**src/design/hvn_pkg.sv**
```systemverilog
// Shared types and constants of the heightmap vertex normal block.
// No dependencies; every other design file takes names from here.
`default_nettype none
package hvn_pkg;

  localparam int FACE_W = 17;
  localparam int SUM_W = 19;
  localparam int SY_W = 18;
  localparam int COL_W = 10;
  localparam int ROW_W = 16;
  localparam int QPTR_W = 2;
  localparam int QUEUE_DEPTH = 4;
  localparam int QCNT_W = 3;

  localparam logic [1:0] CFG_GRID_STEP = 2'd0;
  localparam logic [1:0] CFG_WIDTH = 2'd1;
  localparam logic [1:0] CFG_ROWS = 2'd2;

  localparam logic [15:0] GRID_STEP_RESET = 16'd256;
  localparam logic [10:0] WIDTH_RESET = 11'd100;
  localparam logic [15:0] ROWS_RESET = 16'd100;

  typedef struct packed {
    logic signed [FACE_W-1:0] x;
    logic signed [FACE_W-1:0] z;
  } face_t;

  typedef struct packed {
    logic signed [SUM_W-1:0] sx;
    logic [SY_W-1:0] sy;
    logic signed [SUM_W-1:0] sz;
    logic [COL_W-1:0] column;
    logic [ROW_W-1:0] row;
    logic last;
  } sum_entry_t;

  typedef struct packed {
    logic empty;
    logic [QCNT_W-1:0] free;
  } queue_status_t;

endpackage
`default_nettype wire

```
**src/design/hvn_queue.sv**
```systemverilog
// Short queue of face sums between the front and the normalizing back end.
// Depends on hvn_pkg.
`default_nettype none
module hvn_queue (
  input  wire logic clk,
  input  wire logic rst,
  input  wire logic push,
  input  wire hvn_pkg::sum_entry_t push_entry,
  input  wire logic pop,
  output hvn_pkg::sum_entry_t pop_entry,
  output hvn_pkg::queue_status_t status
);

  hvn_pkg::sum_entry_t slots [hvn_pkg::QUEUE_DEPTH];
  logic [hvn_pkg::QPTR_W-1:0] head;
  logic [hvn_pkg::QPTR_W-1:0] tail;
  logic [hvn_pkg::QCNT_W-1:0] count;

  always_ff @(posedge clk) begin
    if (push) begin
      slots[tail] <= push_entry;
    end
  end

  always_ff @(posedge clk) begin
    if (rst) begin
      head <= '0;
      tail <= '0;
      count <= '0;
    end else begin
      if (push) tail <= tail + 1'b1;
      if (pop) head <= head + 1'b1;
      if (push && !pop) count <= count + 1'b1;
      else if (pop && !push) count <= count - 1'b1;
    end
  end

  assign pop_entry = slots[head];
  assign status.empty = (count == '0);
  assign status.free = hvn_pkg::QCNT_W'(hvn_pkg::QUEUE_DEPTH) - count;

  a_no_overflow: assert property (@(posedge clk) disable iff (rst)
    push && !pop |-> count < hvn_pkg::QCNT_W'(hvn_pkg::QUEUE_DEPTH))
    else $error("queue push while full");
  a_no_underflow: assert property (@(posedge clk) disable iff (rst)
    pop |-> count != '0)
    else $error("queue pop while empty");
  a_count_step: assert property (@(posedge clk) disable iff (rst)
    !push && !pop |=> count == $past(count))
    else $error("queue count moved without push or pop");

endmodule
`default_nettype wire

```
**config.mk**
```make
export PLATFORM = sky130hd
export DESIGN_NAME = hvn_queue
export DESIGN_NICKNAME = d
export VERILOG_FILES = /design/src/design/hvn_pkg.sv /design/src/design/hvn_queue.sv
export SDC_FILE = /design/constraint.sdc
export NUM_CORES = 1
export LEC_CHECK = 0
export CORE_UTILIZATION = 55
export CTS_CLUSTER_DIAMETER = 100
export DETAILED_ROUTE_END_ITERATION = 6
export DONT_BUFFER_PORTS = 1
export MAX_ROUTING_LAYER = met4
export PLACE_DENSITY_LB_ADDON = 0.12
export SLEW_MARGIN = 20
export SYNTH_ARGS = -nofsm -noshare
export SYNTH_HDL_FRONTEND = slang
export SYNTH_SLANG_ARGS = --single-unit
```
**constraint.sdc**
```tcl
create_clock -name clk -period 3 [get_ports clk]
set_input_delay 0 -clock clk [delete_from_list [all_inputs] [get_ports clk]]
set_output_delay 0 -clock clk [all_outputs]
set_load 0.02 [all_outputs]
```
==> flow_summary_export.csv <==
group,metric,value,unit
status,run_status,"complete, but fails checks",
status,violations,"design-rule violations",
global_route,met1_usage,24.5,%
floorplan,initial_utilization,56.5,%
yosys,synthTopCellsByCount,"edfxtp_1, mux4_2, buf_2, dfxtp_1",
flow_run,maxCapViolations,0,
detailed_routing,wire_per_inst,23.9,um
yosys,syn_avg_cell_area,25.8,sq um
critical_path,crit_chain,"buf_4 -> mux4_2",
critical_path,cp_slowest_stage_delay,0.68,ns
placed_design,dp.cells,754,
global_route,grt_pass1_vias,5636,
cts,cts_tree,"built",
finish,drive_gt1_share,23.4,%
global_route,grt_antenna_before_repair,1,
floorplan,ioPinCount,174,
critical_path,start_kind,"flop",
placed_design,preCtsSetupSlack,1.19,ns
sta,maxSlewViolCount,0,
global_route,grtUsageMet2,33.1,%
detailed_routing,vias_per_cell,5.80,
yosys,synthArstFlopShare,0,%
placed_design,gp_congestion,0.721,
critical_path,path_max_fanout,26,
global_route,grt.busiest_layer,"met2",
yosys,synth_seq_area_share,81.6,%
detailed_routing,routed_wl,21600,um
cts,cts_setup_buffers,0,
floorplan,num_rows,54,
yosys,synthDistinctLibCells,19,
sta,post-route-period-util,75.5,%
finish,fin_nets,694,
yosys,synth_seq_cells,341,
critical_path,cp.required,3.00,ns
cts,root_buffer,"clkbuf_16",
global_route,gr-usage-all-layers,19.9,%
placed_design,post_dp_cell_area,12800,sq um
yosys,synthMostInstantiatedCell,"edfxtp_1",
sta,layout_setup_ws,0.735,ns
yosys,synth_top_cell_by_area,"edfxtp_1",
cts,htree_levels,2,
sta,rsz0062_at_grt,"false",
sta,post-route-min-period,2.27,ns
finish,postLayoutCellArea,14700,sq um
detailed_routing,drc,10,
critical_path,reg2reg_slack,1.22,ns
detailed_routing,drtIter0Drc,301,
sta,setup_viol,0,
pwr,fin_total_pwr,10.5,mW
yosys,ys_warn_count,0,
critical_path,end_kind,"output pin",
floorplan,dieHeight,152,um
sta,fin_skew,0.00969,ns
sta,final.setup.tns,0,ns
yosys,netlist_area,12400,sq um
sta,slew_headroom,63.4,%
yosys,ys_top_cells_by_area,"edfxtp_1, mux4_2, dfxtp_1",
cts,cts_buffers,35,
min_path,holdCritStartpoint,"push",
pwr,power.density,710,nW/um^2
sta,fmax,0.441,GHz
floorplan,design.die.area,23200,sq um
yosys,synth_top_area_share,80.1,%
global_route,grt_pass1_wl,33100,um
sta,hold_violations,0,
cts,cts_buffer_depth,3,
critical_path,worst_r2r_endpoint,"slots[0][43]$_DFFE_PP_",
min_path,hold_path.class,"in -> reg",
cts,path_clk_slew,0.06,ns
min_path,min_delay_path_depth,1,
detailed_routing,drt_pass1_iterations,7,
sta,worstMarginPinSlew,0.549,ns
yosys,synth_edf_count,332,
floorplan,core_area,22000,sq um
placed_design,dp_hpwl,12500,um
floorplan,dieWidth,152,um
cts,numClockSinks,341,
pwr,leakage,4.68,nW
global_route,grt_max_degree,51,
yosys,syn_nets,577,
detailed_routing,num_vias,5243,
critical_path,worst_path_max_delay_cell,"dfxtp_4",
critical_path,r2r_cells,4,
detailed_routing,antenna_left,0,
finish,fin_util,66.9,%
global_route,met3_usage,4.84,%
cts,clkLatencyLatePin,0.50,ns
critical_path,cp.arrival,2.27,ns
placed_design,io_buffers,0,
yosys,ys.flop_type,"edfxtp_1",
pwr,vdd_drop_max,434,uV
sta,timing.hold.ws,0.0215,ns
finish,area_growth,18.5,%
critical_path,critPathKind,"reg -> out",
yosys,synthCells,482,
critical_path,worstReg2RegStart,"tail[0]$_SDFFE_PP0P_",
min_path,hold_end,"slots[0][77]$_DFFE_PP_",
global_route,grt_overflow,0,
finish,finalNonFillerCells,904,
==> cell usage in the layout (no fill, tap or decap), drive strengths merged <==
master         n
nand2          1
xnor2          2
clkbuf        48
dfxtp          9
o21ai          1
and2           4
xor2           3
buf           12
clkinv        11
fa             1
ha             7
mux2i          2
nor2           7
or3            1
dlygate4sd3   88
clkinvlp       2
a21oi          1
inv            8
mux4          83
diode          1
edfxtp       332
==> kinds of logic after synthesis <==
group / Yosys count / share of synthesized area (%)
compound gates: 2 / 0.0804
xor+xnor: 5 / 0.352
fa+ha+maj: 8 / 0.865
buf+inv: 28 / 1.45
flops: 341 / 81.6
mux: 85 / 15.2
simple gates: 13 / 0.493
==> worst max-delay path, delay by kind of cell, from the launching register on <==
kind                   cells  cell delay (ns)
buffers and inverters      1             0.39
flip-flops                 1             0.68
multiplexers               1             0.65
==> layout make-up <==
type                       count  area, sq um
clock buffer                  48          967
multi-input combinational    113         2120
antenna                        1         2.50
timing repair buffer         100         1050
sequential                   341        10200
inverter                       8         30.0
tap                          280          350
clock inverter                13         67.6
fill                        1458         7280
==> worst max path at each step <==
stage	end	startpoint	slack, ns	cells after the start
6_report	pop_entry[28]	flop	0.73	2
5_1_grt	pop_entry[28]	flop	0.58	2
4_1_cts	pop_entry[51]	flop	0.66	2
3_5_place_dp	pop_entry[51]	flop	1.19	2
3_3_place_gp	pop_entry[76]	flop	1.20	2
2_1_floorplan	slots[0][0]$_DFFE_PP_	tail[0]$_SDFFE_PP0P_	0.08	3
==> power breakdown <==
| group | leakage [nW] | switching, mW | internal, mW |
|---|---|---|---|
| registers | 3.13 | 0.0923 | 5.47 |
| clock network | 0.501 | 1.62 | 2.26 |
| logic | 1.06 | 0.631 | 0.404 |
| total | 4.68 | 2.34 | 8.13 |
==> registers in the layout (all words and copies together), names as in the netlist, named ones only <==
name   cells
slots    332
count      3
head       2
tail       2
==> per-layer routing <==
metal  wire, um  vias to the layer above
met3       1420                       37
met5          0                        -
met2      11100                      171
met1       8680                     2750
li1           -                     2285
met4        395                        0
==> what timing repair did <==
item,in CTS,in global routing
resized for setup,0,0
hold buffers,88,0
hold endpoints to repair,388,0
(Power assumes the default switching activity.)
