==> src/design/hvn_pkg.sv <==
// Shared types and constants of the heightmap vertex normal block.
// No dependencies; every other design file takes names from here.
`default_nettype none
package hvn_pkg;

  localparam int FACE_W = 17;
  localparam int SUM_W = 19;
  localparam int SY_W = 18;
  localparam int COL_W = 10;
  localparam int ROW_W = 16;
  localparam int QPTR_W = 2;
  localparam int QUEUE_DEPTH = 4;
  localparam int QCNT_W = 3;

  localparam logic [1:0] CFG_GRID_STEP = 2'd0;
  localparam logic [1:0] CFG_WIDTH = 2'd1;
  localparam logic [1:0] CFG_ROWS = 2'd2;

  localparam logic [15:0] GRID_STEP_RESET = 16'd256;
  localparam logic [10:0] WIDTH_RESET = 11'd100;
  localparam logic [15:0] ROWS_RESET = 16'd100;

  typedef struct packed {
    logic signed [FACE_W-1:0] x;
    logic signed [FACE_W-1:0] z;
  } face_t;

  typedef struct packed {
    logic signed [SUM_W-1:0] sx;
    logic [SY_W-1:0] sy;
    logic signed [SUM_W-1:0] sz;
    logic [COL_W-1:0] column;
    logic [ROW_W-1:0] row;
    logic last;
  } sum_entry_t;

  typedef struct packed {
    logic empty;
    logic [QCNT_W-1:0] free;
  } queue_status_t;

endpackage
`default_nettype wire

==> src/design/hvn_back.sv <==
// Back end: bit-serial square root and three parallel restoring dividers
// that turn one face sum into a unit normal. Depends on hvn_pkg.
`default_nettype none
module hvn_back (
  input  wire logic clk,
  input  wire logic rst,
  input  wire hvn_pkg::queue_status_t q_status,
  input  wire hvn_pkg::sum_entry_t pop_entry,
  output logic pop,
  output logic out_valid,
  input  wire logic out_stall,
  output logic signed [15:0] normal_x,
  output logic signed [15:0] normal_y,
  output logic signed [15:0] normal_z,
  output logic [9:0] column,
  output logic [15:0] row,
  output logic last_of_run
);

  localparam logic [2:0] B_IDLE = 3'd0;
  localparam logic [2:0] B_SQ = 3'd1;
  localparam logic [2:0] B_LEN = 3'd2;
  localparam logic [2:0] B_ROOT = 3'd3;
  localparam logic [2:0] B_DSET = 3'd4;
  localparam logic [2:0] B_DIV = 3'd5;
  localparam logic [2:0] B_OUT = 3'd6;

  localparam logic [14:0] Q_ONE = 15'd16384;

  logic [2:0] state;
  logic [4:0] step;
  hvn_pkg::sum_entry_t ent;
  logic [17:0] mx, my, mz;
  logic [35:0] sqx, sqy, sqz;
  logic [57:0] op, res, one;
  logic [42:0] rem_x, rem_y, rem_z, dv;
  logic [14:0] qx, qy, qz;
  logic zero_len;

  logic [17:0] ax, az;
  logic [37:0] len;
  logic [57:0] trial;

  assign ax = ent.sx[18] ? 18'(-ent.sx) : 18'(ent.sx);
  assign az = ent.sz[18] ? 18'(-ent.sz) : 18'(ent.sz);
  assign len = 38'(sqx) + 38'(sqy) + 38'(sqz);
  assign trial = res + one;
  assign pop = (state == B_IDLE) && !q_status.empty;

  function automatic logic signed [15:0] apply_sign(input logic [14:0] q, input logic neg);
    logic [15:0] v;
    v = {1'b0, (q > Q_ONE) ? Q_ONE : q};
    return neg ? -v : v;
  endfunction

  always_ff @(posedge clk) begin
    unique case (state)
      B_IDLE: if (pop) ent <= pop_entry;
      B_SQ: begin
        mx <= ax;
        my <= ent.sy;
        mz <= az;
        sqx <= ax * ax;
        sqy <= ent.sy * ent.sy;
        sqz <= az * az;
      end
      B_LEN: begin
        op <= {len, 20'd0};
        res <= '0;
        one <= 58'd1 << 56;
      end
      B_ROOT: begin
        if (op >= trial) begin
          op <= op - trial;
          res <= (res >> 1) + one;
        end else begin
          res <= res >> 1;
        end
        one <= one >> 2;
      end
      B_DSET: begin
        rem_x <= {1'b0, mx, 24'd0} + 43'(res >> 1);
        rem_y <= {1'b0, my, 24'd0} + 43'(res >> 1);
        rem_z <= {1'b0, mz, 24'd0} + 43'(res >> 1);
        dv <= {res[28:0], 14'd0};
        zero_len <= (res == '0);
        qx <= '0;
        qy <= '0;
        qz <= '0;
      end
      B_DIV: begin
        if (rem_x >= dv) begin
          rem_x <= rem_x - dv;
          qx <= {qx[13:0], 1'b1};
        end else qx <= {qx[13:0], 1'b0};
        if (rem_y >= dv) begin
          rem_y <= rem_y - dv;
          qy <= {qy[13:0], 1'b1};
        end else qy <= {qy[13:0], 1'b0};
        if (rem_z >= dv) begin
          rem_z <= rem_z - dv;
          qz <= {qz[13:0], 1'b1};
        end else qz <= {qz[13:0], 1'b0};
        dv <= dv >> 1;
      end
      default: ;
    endcase
  end

  always_ff @(posedge clk) begin
    if (rst) begin
      state <= B_IDLE;
      step <= '0;
    end else begin
      unique case (state)
        B_IDLE: if (pop) state <= B_SQ;
        B_SQ: state <= B_LEN;
        B_LEN: begin
          step <= '0;
          state <= B_ROOT;
        end
        B_ROOT: begin
          step <= step + 5'd1;
          if (step == 5'd28) state <= B_DSET;
        end
        B_DSET: begin
          step <= '0;
          state <= B_DIV;
        end
        B_DIV: begin
          step <= step + 5'd1;
          if (step == 5'd14) state <= B_OUT;
        end
        B_OUT: if (!out_stall) state <= B_IDLE;
        default: state <= B_IDLE;
      endcase
    end
  end

  assign out_valid = (state == B_OUT);
  assign normal_x = zero_len ? 16'sd0 : apply_sign(qx, ent.sx[18]);
  assign normal_y = zero_len ? 16'sd16384 : apply_sign(qy, 1'b0);
  assign normal_z = zero_len ? 16'sd0 : apply_sign(qz, ent.sz[18]);
  assign column = ent.column;
  assign row = ent.row;
  assign last_of_run = ent.last;

endmodule
`default_nettype wire

==> config.mk <==
export PLATFORM = sky130hd
export DESIGN_NAME = hvn_back
export DESIGN_NICKNAME = d
export VERILOG_FILES = /design/src/design/hvn_pkg.sv /design/src/design/hvn_back.sv
export SDC_FILE = /design/constraint.sdc
export NUM_CORES = 2
export LEC_CHECK = 0
export BUFFER_PORTS_ARGS = -buffer_cell sky130_fd_sc_hd__buf_4
export CAP_MARGIN = 40
export CORE_ASPECT_RATIO = 0.9
export CORE_UTILIZATION = 25
export CTS_BUF_LIST = sky130_fd_sc_hd__clkbuf_4 sky130_fd_sc_hd__clkbuf_8
export DETAILED_ROUTE_END_ITERATION = 10
export GPL_TIMING_DRIVEN = 0
export PLACE_DENSITY = 0.48
export SLEW_MARGIN = 30
export SYNTH_ARGS = -nofsm -noshare
export SYNTH_HDL_FRONTEND = slang
export SYNTH_SLANG_ARGS = --single-unit
==> constraint.sdc <==
create_clock -name clk -period 21.2 [get_ports clk]
set_input_delay 5.3 -clock clk [delete_from_list [all_inputs] [get_ports clk]]
set_output_delay 5.3 -clock clk [all_outputs]
set_load 0.03 [all_outputs]
==> metrics.txt <==
status=finished, final reports clean; vias per inst=4.77; largest family of logic cells by synthesized area=adder cells; Final Hold Violating Endpoints=0; Initial Util=0.251; EDFF count, synth=602; routability congestion estimate=0.908; Core Rows=roughly 180; Setup crit start kind=input port; Req. time, crit path=15,900 ps; RSZ-0062 raised after global routing=false; Netlist cell types=90; Crit path largest cell delay=240 ps; pin count of the biggest net entering global routing=48; area grow syn2layout=13.4%; H-tree depth=3; Final Skew=58.3 ps; setup bufs post-CTS=0; core area=between 200,000 and 300,000 um2; Netlist Area Pre-Place=a little under 70,000 um2; Final Max Slew Viols=0; cts-stage hold buffer count=0; vias=54,100; Crit. End Element=output pin; post-synthesis mux area share=0.00162; crit path cell chain=buf_4, nor4_2, buf_2, buf_2, buf_2, buf_2, buf_2, buf_4, buf_4; Primary FF master, synth=edfxtp_1; Achievable Freq=81.1 MHz; adder-cell share of the synthesized area=0.325; root buffer cell=clkbuf_8; Synth top area share=0.264; vias in the first global route=around 54,000; Worst-Margin Slew=943 ps; CTS tree=yes; routed wire length=224,000 um; CTS Sinks=just over 600; worst min path class=register to register; yosys synthesis warning count=0; nets=9,096; first-pass GRT wire length=338,000 um; Cells after Synth=7,271; period utilization=0.582; xor/xnor share of the synthesized area=0.0630; remaining global-route overflow=0; top cells by area, synth=edfxtp_1 26%, fa_1 20%, ha_1 12%; reg-to-reg slack, setup=10,360 ps; initial antenna violation count=13; Clock Path Buffers=3; Final min period=12,330 ps; Die H=499 um; post-cts resize count=0; clock-pin slew of the registers on the worst-case setup and hold paths=60 ps; CP max FO=7; initial DRC count=4,629; Skew-Pair Late Insertion Delay=about 870 ps; post-route ant nets=0; First-pass DRT Iterations=5; die area=~280,000 um2; share of layout cells above drive strength 1=0.0744; number of synthesized register bits=610; Simple-Gate Fraction of Synth Area=0.132; MaxCap Viol Count=0; fin util=0.285; I/O Buffers=161; crit path DAT=~7000 ps; clock buffer count from CTS=115; post-synthesis sequential area ratio=0.266; crit-path leading delay family=buffers and inverters; all-layer global routing usage=0.160; synthesized area per cell=9.43 um2; Async SR Flop Fraction=0; Synth area leader=edfxtp_1; hpwl dp=183,000 um; post-DR wirelength/cell=19.8 um; Worst Setup Path Type=input port to output pin; cell mode on critical path=buf_2; CP bufs+invs=8; boundary pin count=167; post-synthesis compound-gate area fraction=0.136; # setup viols final=0; die extent in x=554 um; Slew HR=0.371; Max stage delay cell, worst path=buf_2; drc violations=0
[worst paths after layout]
| kind | start | to | cells past startpoint |
|---|---|---|---|
| max | q_status[3] | pop | 9 |
| min | ent[27] | mz[0] | 0 |
| max reg2reg | ent[64] | sqx[35] | 31 |
| min reg2reg | ent[27] | mz[0] | 0 |
[layer usage]
metal  up-vias  global-route usage  part of all wire
li1      25300                   -                 -
met1     26900               0.236              0.48
met2      1564               0.243              0.43
met3       267              0.0222             0.058
met4         2              0.0433             0.028
met5         -                   0          0.000031
[sequential cells by signal, indices dropped and copies added, names as in the netlist, 29 cells and up]
register and count:
op 58, res 58, ent 56, dv 43, rem_x 43, rem_y 43
rem_z 43, sqx 34, sqy 34, sqz 34, one 29
[synthesized netlist by cell type (9+ instances only)]
cell type  count
o211ai_1      14
o41ai_1       12
a21boi_0      15
nor2_1       538
a211o_1       10
a21oi_1      428
o21a_1        62
nand4_1       70
or2_2         13
and2_1        99
nor3_1        80
nor4_1        33
buf_4         32
buf_1         12
nand2b_1      66
or4_1         11
o21bai_1      57
a31oi_1       86
clkinv_1      14
nor3b_1       12
o31ai_1       43
nor2b_1       73
inv_1       1102
clkbuf_1     190
and3_1       118
a311oi_1      10
a211oi_2      20
or3_1         33
mux2i_1       10
a221oi_1      11
o31a_1        11
edfxtp_1     602
a21o_1       180
a31o_2        21
fa_1         694
and4_1        15
o21ai_0      393
xnor2_1      269
nand2_1      661
xor2_1       224
ha_1         669
o21ai_1        9
a211oi_1      28
nand3_1       98
[logic make-up (layout without fill, tap and decap cells)]
kind of cell,after synthesis,in the layout
muxes,11,11
other,1,9
adders and majority gates,1363,1363
xor gates and xnor gates,493,493
buffers and inverters,1363,1828
and+or+nand+nor,1942,1942
AOI/OAI and AO/OA,1488,1488
DFF,610,610
[cell type report]
class	instances	area, um2
diodes	5	12.5
plain buffers	240	1060
clock buffers	137	1750
clock inverters	76	644
fillers	28900	195000
inverters	1123	4220
multi-input cells	5301	45200
flip-flops and latches	610	18200
well taps	3588	4490
repair buffers	252	2140
[layout by cell type (no fill, tap or decap), types with 14 or more instances in the layout]
master	netlist	routed
xnor2_1	269	264
buf_2	4	23
a21o_1	180	180
nand2b_1	66	66
a21boi_0	15	15
inv_1	1102	1102
a31o_2	21	21
ha_1	669	669
clkinv_2	0	19
a211oi_2	20	21
buf_4	32	223
nand2_1	661	661
nor4_1	33	31
or3_1	33	33
edfxtp_1	602	602
o211ai_1	14	14
a211oi_1	28	27
and3_1	118	118
buf_6	2	23
and2_1	99	99
o31ai_1	43	43
fa_1	694	694
nor3_1	80	79
clkbuf_1	190	181
a21oi_1	428	427
clkbuf_8	0	115
and4_1	15	15
xor2_1	224	218
nand4_1	70	70
o21bai_1	57	57
nor2_1	538	538
clkbuf_4	0	26
a31oi_1	86	84
o21a_1	62	62
clkinv_1	14	51
nor2b_1	73	73
nand3_1	98	98
o21ai_0	393	393
[worst reg2reg max path: cells and delay by family, from the launching register on]
family	cells	cell delay, ps
DFF	1	500
AOI/OAI and AO/OA	5	1230
xor gates and xnor gates	2	890
adders and majority gates	8	3770
buffers and inverters	9	2260
and+or+nand+nor	7	2010
[metrics by stage]
step                worst slack (ps)  area [um2]  setup TNS, ps  instances  hold WS, ps
floorplan                       1950       68600              0       7274          424
global placement               -5180       74300          -5180      11000          455
detailed placement              8830       75300              0      11100          464
CTS                             8800       77600              0      11300          490
global route                    8700       77800              0      11300          506
finish                          8870       77800              0      11300          480
Power is left out: the tool's default activity adds up to more than one toggle a clock period on the data nets, which glitch-free logic cannot reach.
